[config.mk]
export PLATFORM = sky130hd
export DESIGN_NAME = bbox_front
export DESIGN_NICKNAME = d
export VERILOG_FILES = /design/src/hdl/bbox_pkg.sv /design/src/hdl/bbox_front.sv
export SDC_FILE = /design/constraint.sdc
export NUM_CORES = 1
export LEC_CHECK = 0
export ABC_AREA = 1
export BUFFER_PORTS_ARGS = -buffer_cell sky130_fd_sc_hd__buf_2
export CELL_PAD_IN_SITES_DETAIL_PLACEMENT = 1
export CELL_PAD_IN_SITES_GLOBAL_PLACEMENT = 2
export CORE_UTILIZATION = 24
export CTS_CLUSTER_DIAMETER = 40
export DETAILED_ROUTE_END_ITERATION = 16
export GPL_TIMING_DRIVEN = 0
export PLACE_DENSITY_LB_ADDON = 0.1
export SLEW_MARGIN = 20
export SYNTH_ARGS = -nofsm -noshare
export SYNTH_HDL_FRONTEND = slang
export SYNTH_SLANG_ARGS = --single-unit
export TNS_END_PERCENT = 30
[constraint.sdc]
create_clock -name aclk -period 2.2 [get_ports aclk]
set_input_delay 0 -clock aclk [delete_from_list [all_inputs] [get_ports aclk]]
set_output_delay 0 -clock aclk [all_outputs]
set_load 0.005 [all_outputs]
[src/hdl/bbox_pkg.sv]
// ----------------------------------------------------------------------------
// bbox_pkg
// Action codes and shared types for the bounding box core.
// ----------------------------------------------------------------------------
`default_nettype none

package bbox_pkg;

    localparam int ACTION_BITS = 2;

    typedef logic [ACTION_BITS-1:0] action_t;

    localparam action_t ACT_ACCUM = 2'd0;
    localparam action_t ACT_QUERY = 2'd1;
    localparam action_t ACT_QCLR  = 2'd2;

endpackage

`default_nettype wire

[src/hdl/bbox_front.sv]
// ----------------------------------------------------------------------------
// bbox_front
// Input stage: takes beats, drops those that cause no work (background
// accumulate, unused action code) and hands the rest to the op queue.
// ----------------------------------------------------------------------------
`default_nettype none

module bbox_front
    import bbox_pkg::*;
#(
    parameter int COORD_BITS = 16,
    parameter int LABEL_BITS = 12,
    parameter int OP_W       = ACTION_BITS + LABEL_BITS + 3 * COORD_BITS
) (
    input  wire logic                  aclk,
    input  wire logic                  aresetn,
    input  wire logic                  enable,
    input  wire logic                  s_valid,
    output logic                       s_ready,
    input  wire logic [ACTION_BITS-1:0] s_action,
    input  wire logic [COORD_BITS-1:0] s_pos_x,
    input  wire logic [COORD_BITS-1:0] s_pos_y,
    input  wire logic [COORD_BITS-1:0] s_pos_z,
    input  wire logic [LABEL_BITS-1:0] s_label,
    output logic                       push_valid,
    input  wire logic                  push_ready,
    output logic [OP_W-1:0]            push_data
);

    logic            hold_valid_reg, hold_valid_next;
    logic [OP_W-1:0] hold_data_reg;
    logic            keep;
    logic            accept;

    always_comb begin
        keep = 1'b0;
        unique case (s_action) inside
            ACT_ACCUM: keep = (s_label != '0);
            ACT_QUERY, ACT_QCLR: keep = 1'b1;
            default: keep = 1'b0;
        endcase
    end

    assign s_ready = enable && (!hold_valid_reg || push_ready);
    assign accept  = s_valid && s_ready;

    always_comb begin
        hold_valid_next = hold_valid_reg;
        if (accept) begin
            hold_valid_next = keep;
        end else if (push_ready) begin
            hold_valid_next = 1'b0;
        end
    end

    always_ff @(posedge aclk) begin
        if (!aresetn) begin
            hold_valid_reg <= 1'b0;
        end else begin
            hold_valid_reg <= hold_valid_next;
        end
    end

    always_ff @(posedge aclk) begin
        if (accept) begin
            hold_data_reg <= {s_action, s_label, s_pos_z, s_pos_y, s_pos_x};
        end
    end

    assign push_valid = hold_valid_reg;
    assign push_data  = hold_data_reg;

endmodule

`default_nettype wire

==> tab_implementation.tex <==
\begin{tabular}{lr}
\hline
Metric & Value \\
\hline
\multicolumn{2}{l}{\textbf{Finish}} \\
\quad \# fillers & 877 \\
\quad Ratio of cells with drive above 1 in the final layout & 0.502 \\
\quad Area growth, synth to finish & 80.2\% \\
\quad Inserted Diodes & 0 \\
\quad Nets@finish & 365 \\
\multicolumn{2}{l}{\textbf{Timing}} \\
\quad Slew of the pin with the lowest slew margin & 0.246 ns \\
\quad Final setup margin & 0.670 ns \\
\quad Minimum clock period after layout & 1.53 ns \\
\quad Clock Skews & 0.00428 ns \\
\quad Unrepaired setup endpoints after global routing & false \\
\quad Worst relative slew slack & 0.836 \\
\quad Number of setup violations in the final report & 0 \\
\quad Share of the clock period used by the worst path after layout & 0.695 \\
\quad Hold Violations, Final & 0 \\
\quad Worst-case hold slack & 0.159 ns \\
\quad Final Max Tran Viols & 0 \\
\quad Final total negative setup slack & 0 ns \\
\quad Max frequency & 654 MHz \\
\multicolumn{2}{l}{\textbf{Clocking}} \\
\quad Post-CTS Repair Setup Buffers & 0 \\
\quad Maximum buffer depth of the clock tree & 2 \\
\quad CTS tree & done \\
\quad Cell chosen for the clock root & sky130\_fd\_sc\_hd\_\_clkbuf\_8 \\
\quad Clock latency of the later-clocked register in the worst-skew pair & 0.33 ns \\
\quad TritonCTS buffer count & 9 \\
\quad H-Tree Depth & 3 \\
\quad Clock tree sinks & 63 \\
\quad Clock transition at the register clock pins on the worst setup and hold paths after CTS & 0.07 ns \\
\multicolumn{2}{l}{\textbf{Logic synthesis}} \\
\quad Sequential fraction of the synthesis area & 0.933 \\
\quad Synth Net Count & 159 \\
\quad Mean area per synthesized cell & 22.4 µm² \\
\quad Number of warnings issued by yosys & 0 \\
\quad Most area-hungry cell type in the Yosys netlist & sky130\_fd\_sc\_hd\_\_edfxtp\_1 \\
\quad Top cells by area in the synthesized netlist & sky130\_fd\_sc\_hd\_\_edfxtp\_1 (92\%), sky130\_fd\_sc\_hd\_\_nor2\_1 (1.3\%), sky130\_fd\_sc\_hd\_\_ha\_1 (1.2\%) \\
\quad Synthesized netlist cell count & 90 \\
\quad Area share of the leading cell type in the synthesized netlist & 0.923 \\
\quad Post-synthesis register bit count & 63 \\
\quad Number of library cell types mapped by synthesis & 11 \\
\quad Combined area of all synthesized cells & 2020 µm² \\
\multicolumn{2}{l}{\textbf{Floorplanning}} \\
\quad DIE HEIGHT & 93.7 µm \\
\quad I/O pin count & 131 \\
\quad Number of placement rows & 33 \\
\quad Chip width & 93.7 µm \\
\quad Die ar. & 8770 µm² \\
\quad Core box area & 8180 µm² \\
\quad Initial standard-cell utilization of the core & 0.247 \\
\multicolumn{2}{l}{\textbf{Min path}} \\
\quad Startpoint of the tightest hold check path & s\_valid \\
\quad Hold crit path type & primary input to flop \\
\multicolumn{2}{l}{\textbf{Setup path}} \\
\quad Top cell family by delay on the critical path & buffers and inverters \\
\quad Type of origin of the critical path & primary input \\
\quad Critical path's largest stage delay & 0.54 ns \\
\quad Worst-path fanout max & 2 \\
\quad Most Frequent Cell on Critical Path & sky130\_fd\_sc\_hd\_\_nand2\_1 \\
\quad Critical Path Sink Type & flop \\
\quad Cells traversed along the worst timing path & dlygate4sd3\_1, buf\_2, nor2\_1, nand2\_1, nor2\_1, nand2\_1, nand2\_1, nand2\_1, nand2\_1, a21oi\_1, dlygate4sd3\_1 \\
\quad Cell with the largest stage delay on the worst path & sky130\_fd\_sc\_hd\_\_dlygate4sd3\_1 \\
\quad Type of the setup path with the least slack & primary input to flop \\
\quad Count of buffering cells on the critical path with inverters included & 3 \\
\quad Data arrival, critical path & 1.74 ns \\
\quad Start of the worst register-to-register path & push\_valid \\
\quad Start point of the critical path & s\_label[1] \\
\quad CP required & 2.41 ns \\
\multicolumn{2}{l}{\textbf{GRT}} \\
\quad Antenna violations before repair & 0 \\
\quad Vias in the first global route & 1617 \\
\quad Wire length of the first global-routing pass & 7.83 mm \\
\quad Largest net degree at the start of global routing & 49 \\
\quad Gr ovfl total & 0 \\
\quad GRT Resource Usage Total & 0.123 \\
\multicolumn{2}{l}{\textbf{Power}} \\
\quad Overall power of the completed layout & 2.49 mW \\
\quad Worst VDD drop & 0.267 mV \\
\quad Total power per unit cell area & 684 nW/µm² \\
\quad Leakage dissipation & 1.54 nW \\
\multicolumn{2}{l}{\textbf{Detailed routing}} \\
\quad Detail-routed net length per standard cell & 12.8 µm \\
\quad Post-route antenna net violation count & 0 \\
\quad Post-Route WL & 5.22 mm \\
\quad Number of iterations in the first detailed-routing pass & 4 \\
\quad DRC Markers & 0 \\
\quad Detailed Route Iter0 Violations & 28 \\
\quad Via-per-instance ratio & 3.78 \\
\quad Vias & 1535 \\
\multicolumn{2}{l}{\textbf{Placement}} \\
\quad Placement Setup Slack & 0.793 ns \\
\quad Placer's final routability congestion estimate & 0.620 \\
\quad Total of buffers placed on input and output ports & 130 \\
\quad Post-DP HPWL & 3.47 mm \\
\multicolumn{2}{l}{\textbf{Outcome}} \\
\quad Outcome & completed \\
\multicolumn{2}{l}{\textbf{Run}} \\
\quad Max cap viols & 0 \\
\hline
\end{tabular}
==> Yosys cell counts, drive strengths merged <==
master,number
edfxtp,62
nand2,8
nor2,8
inv,6
and2,2
ha,2
a21oi,1
dfxtp,1
==> registers in the layout, indices dropped and copies added (netlist names) <==
name,flops
push_data,62
push_valid,1
==> final timing paths <==
path         depth (start not counted)            end  slack [ns]
min reg2reg                          4  push_data[57]        0.91
max                                 11     push_valid        0.67
max reg2reg                          7     push_valid        0.76
min                                  3  push_data[57]        0.16
==> per-stage QoR <==
stage	cell area [µm²]	std cells	util
4_1_cts	3630	406	0.445
5_1_grt	3630	406	0.445
3_5_place_dp	2830	326	0.346
2_1_floorplan	2020	90	-
6_report	3630	406	0.445
3_3_place_gp	2800	325	0.342
==> layout make-up <==
class	count	area (µm²)	share of cell area
Clock inverter	6	37.5	0.0103
Sequential cell	63	1880	0.518
Tap cell	105	131	0.0361
Clock buffer	10	128	0.0351
Timing Repair Buffer	195	1320	0.363
Multi-Input combinational cell	21	113	0.0310
Inverter	6	25.0	0.00688
==> tightest hold or removal path: stages <==
cell                      delay [ns]
sky130_fd_sc_hd__buf_2          0.10
sky130_fd_sc_hd__nand2_2        0.09
sky130_fd_sc_hd__inv_4          0.11
==> layer usage <==
| metal | part of all wire | vias up | routed length [µm] | global-route usage |
|---|---|---|---|---|
| met4 | 0.0063 | 0 | 33 | 0.0654 |
| met2 | 0.53 | 65 | 2780 | 0.215 |
| met3 | 0.051 | 2 | 265 | 0.0396 |
| li1 | - | 744 | - | - |
| met5 | 0 | - | 0 | 0 |
| met1 | 0.41 | 724 | 2140 | 0.133 |
==> cell families after synthesis <==
kind of cell | count (synthesis) | synth area share
flip-flops | 63 | 0.933
AND/OR/NAND/NOR | 18 | 0.0409
buffers and inverters | 6 | 0.0112
adder cells (fa/ha/maj) | 2 | 0.0124
AO/OA/AOI/OAI | 1 | 0.00248
==> cell usage in the layout, fill, tap and decap left out, drive strengths merged <==
cell type / Yosys / layout
clkinvlp: 0 / 3
edfxtp: 62 / 62
and2: 2 / 2
inv: 6 / 6
clkinv: 0 / 3
nor2: 8 / 8
dfxtp: 1 / 1
dlygate4sd3: 0 / 64
buf: 0 / 131
ha: 2 / 2
nand2: 8 / 8
a21oi: 1 / 1
clkbuf: 0 / 10
==> where the power goes <==
part,switching (mW),internal [mW]
logic,0.0939,0.158
clock network,0.442,0.402
registers,0.0111,1.38
total,0.547,1.94
==> timing repair <==
action | CTS | global route
hold buffers | 64 | 0
endpoints found under the hold margin | 63 | 0
gates resized for setup | 0 | 0
No activity file was read; power rests on OpenSTA's default activity.
