==> config.mk <==
export PLATFORM = sky130hd
export DESIGN_NAME = bbox_queue
export DESIGN_NICKNAME = d
export VERILOG_FILES = /design/src/hdl/bbox_queue.sv
export SDC_FILE = /design/constraint.sdc
export NUM_CORES = 1
export LEC_CHECK = 0
export ABC_AREA = 1
export BUFFER_PORTS_ARGS = -buffer_cell sky130_fd_sc_hd__buf_2
export CELL_PAD_IN_SITES_DETAIL_PLACEMENT = 1
export CELL_PAD_IN_SITES_GLOBAL_PLACEMENT = 1
export CORE_MARGIN = 2
export CORE_UTILIZATION = 40
export DETAILED_ROUTE_END_ITERATION = 10
export GPL_ROUTABILITY_DRIVEN = 1
export MAX_ROUTING_LAYER = met4
export PLACE_DENSITY_LB_ADDON = 0.1
export SYNTH_ARGS = -nofsm -noshare
export SYNTH_HDL_FRONTEND = slang
export SYNTH_SLANG_ARGS = --single-unit
==> constraint.sdc <==
create_clock -name aclk -period 3.9 [get_ports aclk]
set_input_delay 0.975 -clock aclk [delete_from_list [all_inputs] [get_ports aclk]]
set_output_delay 0.975 -clock aclk [all_outputs]
set_load 0.01 [all_outputs]
==> src/hdl/bbox_queue.sv <==
// ----------------------------------------------------------------------------
// bbox_queue
// Two-entry op queue between the input stage and the box engine.
// ----------------------------------------------------------------------------
`default_nettype none

module bbox_queue #(
    parameter int WIDTH = 62
) (
    input  wire logic             aclk,
    input  wire logic             aresetn,
    input  wire logic             push_valid,
    output logic                  push_ready,
    input  wire logic [WIDTH-1:0] push_data,
    output logic                  pop_valid,
    input  wire logic             pop_ready,
    output logic [WIDTH-1:0]      pop_data
);

    localparam int DEPTH = 2;
    localparam int PTR_W = $clog2(DEPTH);
    localparam int CNT_W = $clog2(DEPTH + 1);

    logic [WIDTH-1:0] entry_reg [DEPTH];
    logic [PTR_W-1:0] wr_ptr_reg, wr_ptr_next;
    logic [PTR_W-1:0] rd_ptr_reg, rd_ptr_next;
    logic [CNT_W-1:0] count_reg, count_next;
    logic             do_push, do_pop;

    assign push_ready = (count_reg != CNT_W'(DEPTH));
    assign pop_valid  = (count_reg != '0);
    assign pop_data   = entry_reg[rd_ptr_reg];
    assign do_push    = push_valid && push_ready;
    assign do_pop     = pop_valid && pop_ready;

    always_comb begin
        wr_ptr_next = do_push ? wr_ptr_reg + 1'b1 : wr_ptr_reg;
        rd_ptr_next = do_pop  ? rd_ptr_reg + 1'b1 : rd_ptr_reg;
        count_next  = count_reg;
        if (do_push && !do_pop) begin
            count_next = count_reg + 1'b1;
        end else if (do_pop && !do_push) begin
            count_next = count_reg - 1'b1;
        end
    end

    always_ff @(posedge aclk) begin
        if (!aresetn) begin
            wr_ptr_reg <= '0;
            rd_ptr_reg <= '0;
            count_reg  <= '0;
        end else begin
            wr_ptr_reg <= wr_ptr_next;
            rd_ptr_reg <= rd_ptr_next;
            count_reg  <= count_next;
        end
    end

    always_ff @(posedge aclk) begin
        if (do_push) begin
            entry_reg[wr_ptr_reg] <= push_data;
        end
    end

endmodule

`default_nettype wire

==> results of run 1 <==
[worst max-delay path, stage by stage, from the launching register on]
cell     delay (ns)
dfxtp_4        0.78
buf_4          0.34
mux2_2         0.35
buf_2          0.14
[cell families after synthesis]
| logic type | share of synthesized area (%) |
|---|---|
| buffers and inverters | 3.22 |
| muxes | 18.4 |
| AOI/OAI and AO/OA | 0.449 |
| DFF | 76.2 |
| adders and majority gates | 0.249 |
| and+or+nand+nor | 1.50 |
[synthesized netlist by cell type]
master	count
nand2_1	9
a21oi_1	1
buf_12	6
edfxtp_1	124
mux2_4	60
ha_1	1
o21a_1	1
buf_6	1
inv_1	8
nand4_1	1
o21ai_0	2
nor2_1	8
mux2_2	2
dfxtp_1	5
nand3_1	1
[metrics by stage]
stage / setup slack [ns] / TNS (ns) / std cells
detailed placement: 1.26 / 0 / 527
global placement: 1.27 / 0 / 527
floorplan: -0.242 / -30.03 / 230
finish: 0.883 / 0 / 560
CTS: 0.820 / 0 / 559
global route: 0.759 / 0 / 560
[layout make-up]
type	instances	area, um^2	share of cell area, %
Multi-Input combinational cell	86	1050	16.3
Timing Repair Buffer	136	698	10.8
Sequential cell	129	3830	59.5
Clock inverter	13	188	2.92
Inverter	8	30.0	0.466
Clock buffer	19	433	6.72
Antenna cell	1	2.50	0.0389
Tap cell	168	210	3.27
[worst paths after layout]
path / start / endpoint / slack (ns) / cells after the start
setup / recovery: register / pop_data[42] / 0.88 / 3
hold reg to reg: rd_ptr_reg / register / 0.50 / 2
hold / removal: rd_ptr_reg / register / 0.50 / 2
setup reg to reg: count_reg[0] / entry_reg[1][61] / 2.18 / 5
[power breakdown]
group,leakage [nW],switching [W],internal (W)
sequential,1.20,0.000110,0.00176
clock,0.293,0.000552,0.00107
combinational,1.07,0.000444,0.000490
total,2.56,0.00111,0.00332
[per-layer routing]
metal / vias up / share of wire (%) / global-route usage [%]
li1: 1182 / - / -
met1: 1201 / 42 / 17.0
met2: 86 / 51 / 23.0
met3: 2 / 6.1 / 6.69
met4: 0 / 0.49 / 4.76
met5: - / 0 / -
==> flow_summary.yaml, run 1 <==
status:
  status: "completed"
cts:
  cts_max_level: 4
  clockRootBuffer: "clkbuf_16"
  cts_buffers: 17
  clock_sinks: 129
  clk_latency_ns: 0.41
  postCtsSetupBuffers: 0
  clk_pin_slew_worst_paths_ns: 0.05
  holdBufCountCts: 0
  cts_tree: "built"
  cts_buffer_depth: 2
  cts_resized: 0
yosys:
  synth_seq_cells: 129
  syn_inst: 230
  synth_top_area_cell: "edfxtp_1"
  yosys.area.top_type_share_pct: 74.2
  ys_top_cells_by_area: "edfxtp_1, mux2_4, buf_12"
  ys_types: 15
  yosysWarnings: 0
  netlist_area_um2: 5020
  synth_area_per_cell_um2: 21.8
  yosysSeqAreaShare_pct: 76.2
  synth_nets: 297
timing:
  setup_viol: 0
  finalMaxSlewViolations: 0
  hold_violations: 0
  fin_crit_ns: 3.02
  relSlewSlack_pct: 54.8
  fin_hold_ws_ns: 0.503
  fin_crit_sh_pct: 77.3
  fmax_mhz: 332
  fin_worst_skew_ns: 0.00958
  grt_setup_unrepaired: "false"
  worst_pin_slew_ns: 0.678
drt:
  wl_per_cell_um: 16.2
  wirelength_um: 9060
  drt_iter0_markers: 97
  drc_errors: 0
  vias: 2471
  via_per_inst: 4.41
  drt_pass1_iterations: 4
  ant_nets: 0
finish:
  drive_above_1_share_pct: 59.1
  design_area_um2: 6440
  largest_register_ffs: 124
  area_growth_pct: 28.3
  final_util_pct: 53.2
  nNetsFinal: 445
  final_common_cell: "buf_2"
  final_cell_mix: "buf_2, edfxtp_1, mux2_4"
  n_fill_cell: 1172
floorplan:
  start_util_pct: 41.4
  die_y_um: 116
  ioPinCount: 130
  die_w_um: 116
  coreArea_um2: 12100
  dieArea_um2: 13500
  placementRows: 40
global_routing:
  grt.overflow.total: 0
  grt_pass1_vias: 2632
  grt_pass1_wl_um: 13700
  grt_antenna_before_repair: 1
  grt.total_usage_pct: 14.7
  grt_max_degree: 39
worst_setup_path:
  cp-start-kind: "register"
  crit_fanout: 36
  required_ns: 2.92
  cp-end-kind: "primary output"
  crit_type: "register to primary output"
  crit_arrival_ns: 2.04
pwr:
  powerDensity_nw_per_um2: 687
  ir_worst_vdd_mv: 0.295
  p_leak_nw: 2.56
  finalPower_w: 0.00442
placement:
  place_hpwl_um: 6120
  port_buffers: 129
  place_area_um2: 5810
  gp_congestion: 0.720
run:
  cap_viol_max_count: 0
min_path:
  min_path_type: "register to register"
(Power assumes the default switching activity.)
==> run 2, diff against run 1 <==
- CORE_UTILIZATION: 40 -> 44
- clock period: 3.9 -> 2.9 ns (I/O delays scaled with it)
==> flow_summary.yaml, run 2 (same netlist as run 1, synthesis figures left out) <==
drt:
  drc_errors: 0
  drt_pass1_iterations: 4
  drt_iter0_markers: 90
  ant_nets: 0
  wl_per_cell_um: 16.7
  via_per_inst: 4.66
  wirelength_um: 8930
  vias: 2490
cts:
  cts_buffers: 17
  cts_tree: "built"
  clk_pin_slew_worst_paths_ns: 0.06
  clock_sinks: 129
  postCtsSetupBuffers: 0
  clockRootBuffer: "clkbuf_16"
  cts_max_level: 4
  clk_latency_ns: 0.40
  cts_resized: 0
  holdBufCountCts: 0
  cts_buffer_depth: 2
worst_setup_path:
  required_ns: 2.17
  crit_arrival_ns: 1.80
  cp-start-kind: "register"
  crit_type: "register to primary output"
  cp-end-kind: "primary output"
  crit_fanout: 23
timing:
  fin_crit_sh_pct: 87.2
  relSlewSlack_pct: 69.3
  fin_setup_tns_ns: 0
  worst_pin_slew_ns: 0.460
  fmax_mhz: 396
  timing.final.ws_setup_ns: 0.372
  fin_worst_skew_ns: 0.00758
  grt_setup_unrepaired: "false"
  setup_viol: 0
  fin_crit_ns: 2.53
  fin_hold_ws_ns: 0.509
  hold_violations: 0
  finalMaxSlewViolations: 0
global_routing:
  grt_max_degree: 34
  grt.overflow.total: 0
  grt.total_usage_pct: 15.8
  grt_pass1_vias: 2742
  grt_pass1_wl_um: 14100
  grt_antenna_before_repair: 0
min_path:
  min_path_type: "primary input to register"
floorplan:
  coreArea_um2: 11300
  ioPinCount: 130
  die_w_um: 111
  placementRows: 39
  start_util_pct: 44.5
  die_y_um: 111
  dieArea_um2: 12300
finish:
  final_util_pct: 56.8
  final_cell_mix: "buf_2, edfxtp_1, mux2_4"
  nNetsFinal: 445
  area_growth_pct: 27.6
  final_common_cell: "buf_2"
  diodes: 0
  largest_register_ffs: 124
  drive_above_1_share_pct: 59.1
pwr:
  powerDensity_nw_per_um2: 920
  ir_worst_vdd_mv: 0.417
  p_leak_nw: 2.56
  finalPower_w: 0.00589
status:
  status: "completed"
placement:
  place_hpwl_um: 5980
  pre_cts_ws_ns: 0.750
  port_buffers: 129
  gp_congestion: 0.674
run:
  cap_viol_max_count: 0
## run 2: changes by cell type in the layout (fill, tap and decap cells not counted), sizes merged
| cell | before | now |
|---|---|---|
| clkinv | 6 | 8 |
| diode | 1 | 0 |
| clkbuf | 19 | 18 |
| bufinv | 4 | 3 |
## run 2: layout make-up
class                      count  area (um^2)
clock buffer                  18          429
clock inverter                14          166
inverter                       8         30.0
timing repair buffer         136          723
sequential                   129         3830
tap                          143          179
fill                        1048         4870
multi-input combinational     86         1050
## run 2: critical path: stages, from the launching register on
cell and delay, ns:
dfxtp_4 0.64, buf_4 0.30, mux2_4 0.32, buf_2 0.14
## run 2: stage by stage
stage	std cells	instance area (um^2)
4_1_cts	534	6400
2_1_floorplan	230	5020
3_3_place_gp	502	5810
5_1_grt	534	6400
3_5_place_dp	502	5810
6_report	534	6400
## run 2: path summary, 6_finish.rpt
kind / from / slack [ns] / end / depth (start not counted)
worst max register to register: count_reg[0] / 1.26 / entry_reg[0][14] / 5
worst min register to register: rd_ptr_reg / 0.51 / rd_ptr_reg / 2
worst min-delay path: push_data[36] / 0.51 / entry_reg[1][36] / 1
worst max-delay path: register / 0.37 / pop_data[50] / 3
## run 2: metal layers
| metal | GRT usage, % | up-vias | share of wire (%) |
|---|---|---|---|
| met5 | - | - | 0 |
| met4 | 6.25 | 0 | 0.66 |
| met3 | 6.34 | 6 | 6.0 |
| met2 | 25.5 | 83 | 52 |
| met1 | 17.6 | 1218 | 41 |
| li1 | - | 1183 | - |
## run 2: where the power goes
group	internal (W)	switching (W)	leakage, nW
logic	0.000676	0.000629	1.08
registers	0.00236	0.000125	1.20
clock network	0.00135	0.000754	0.283
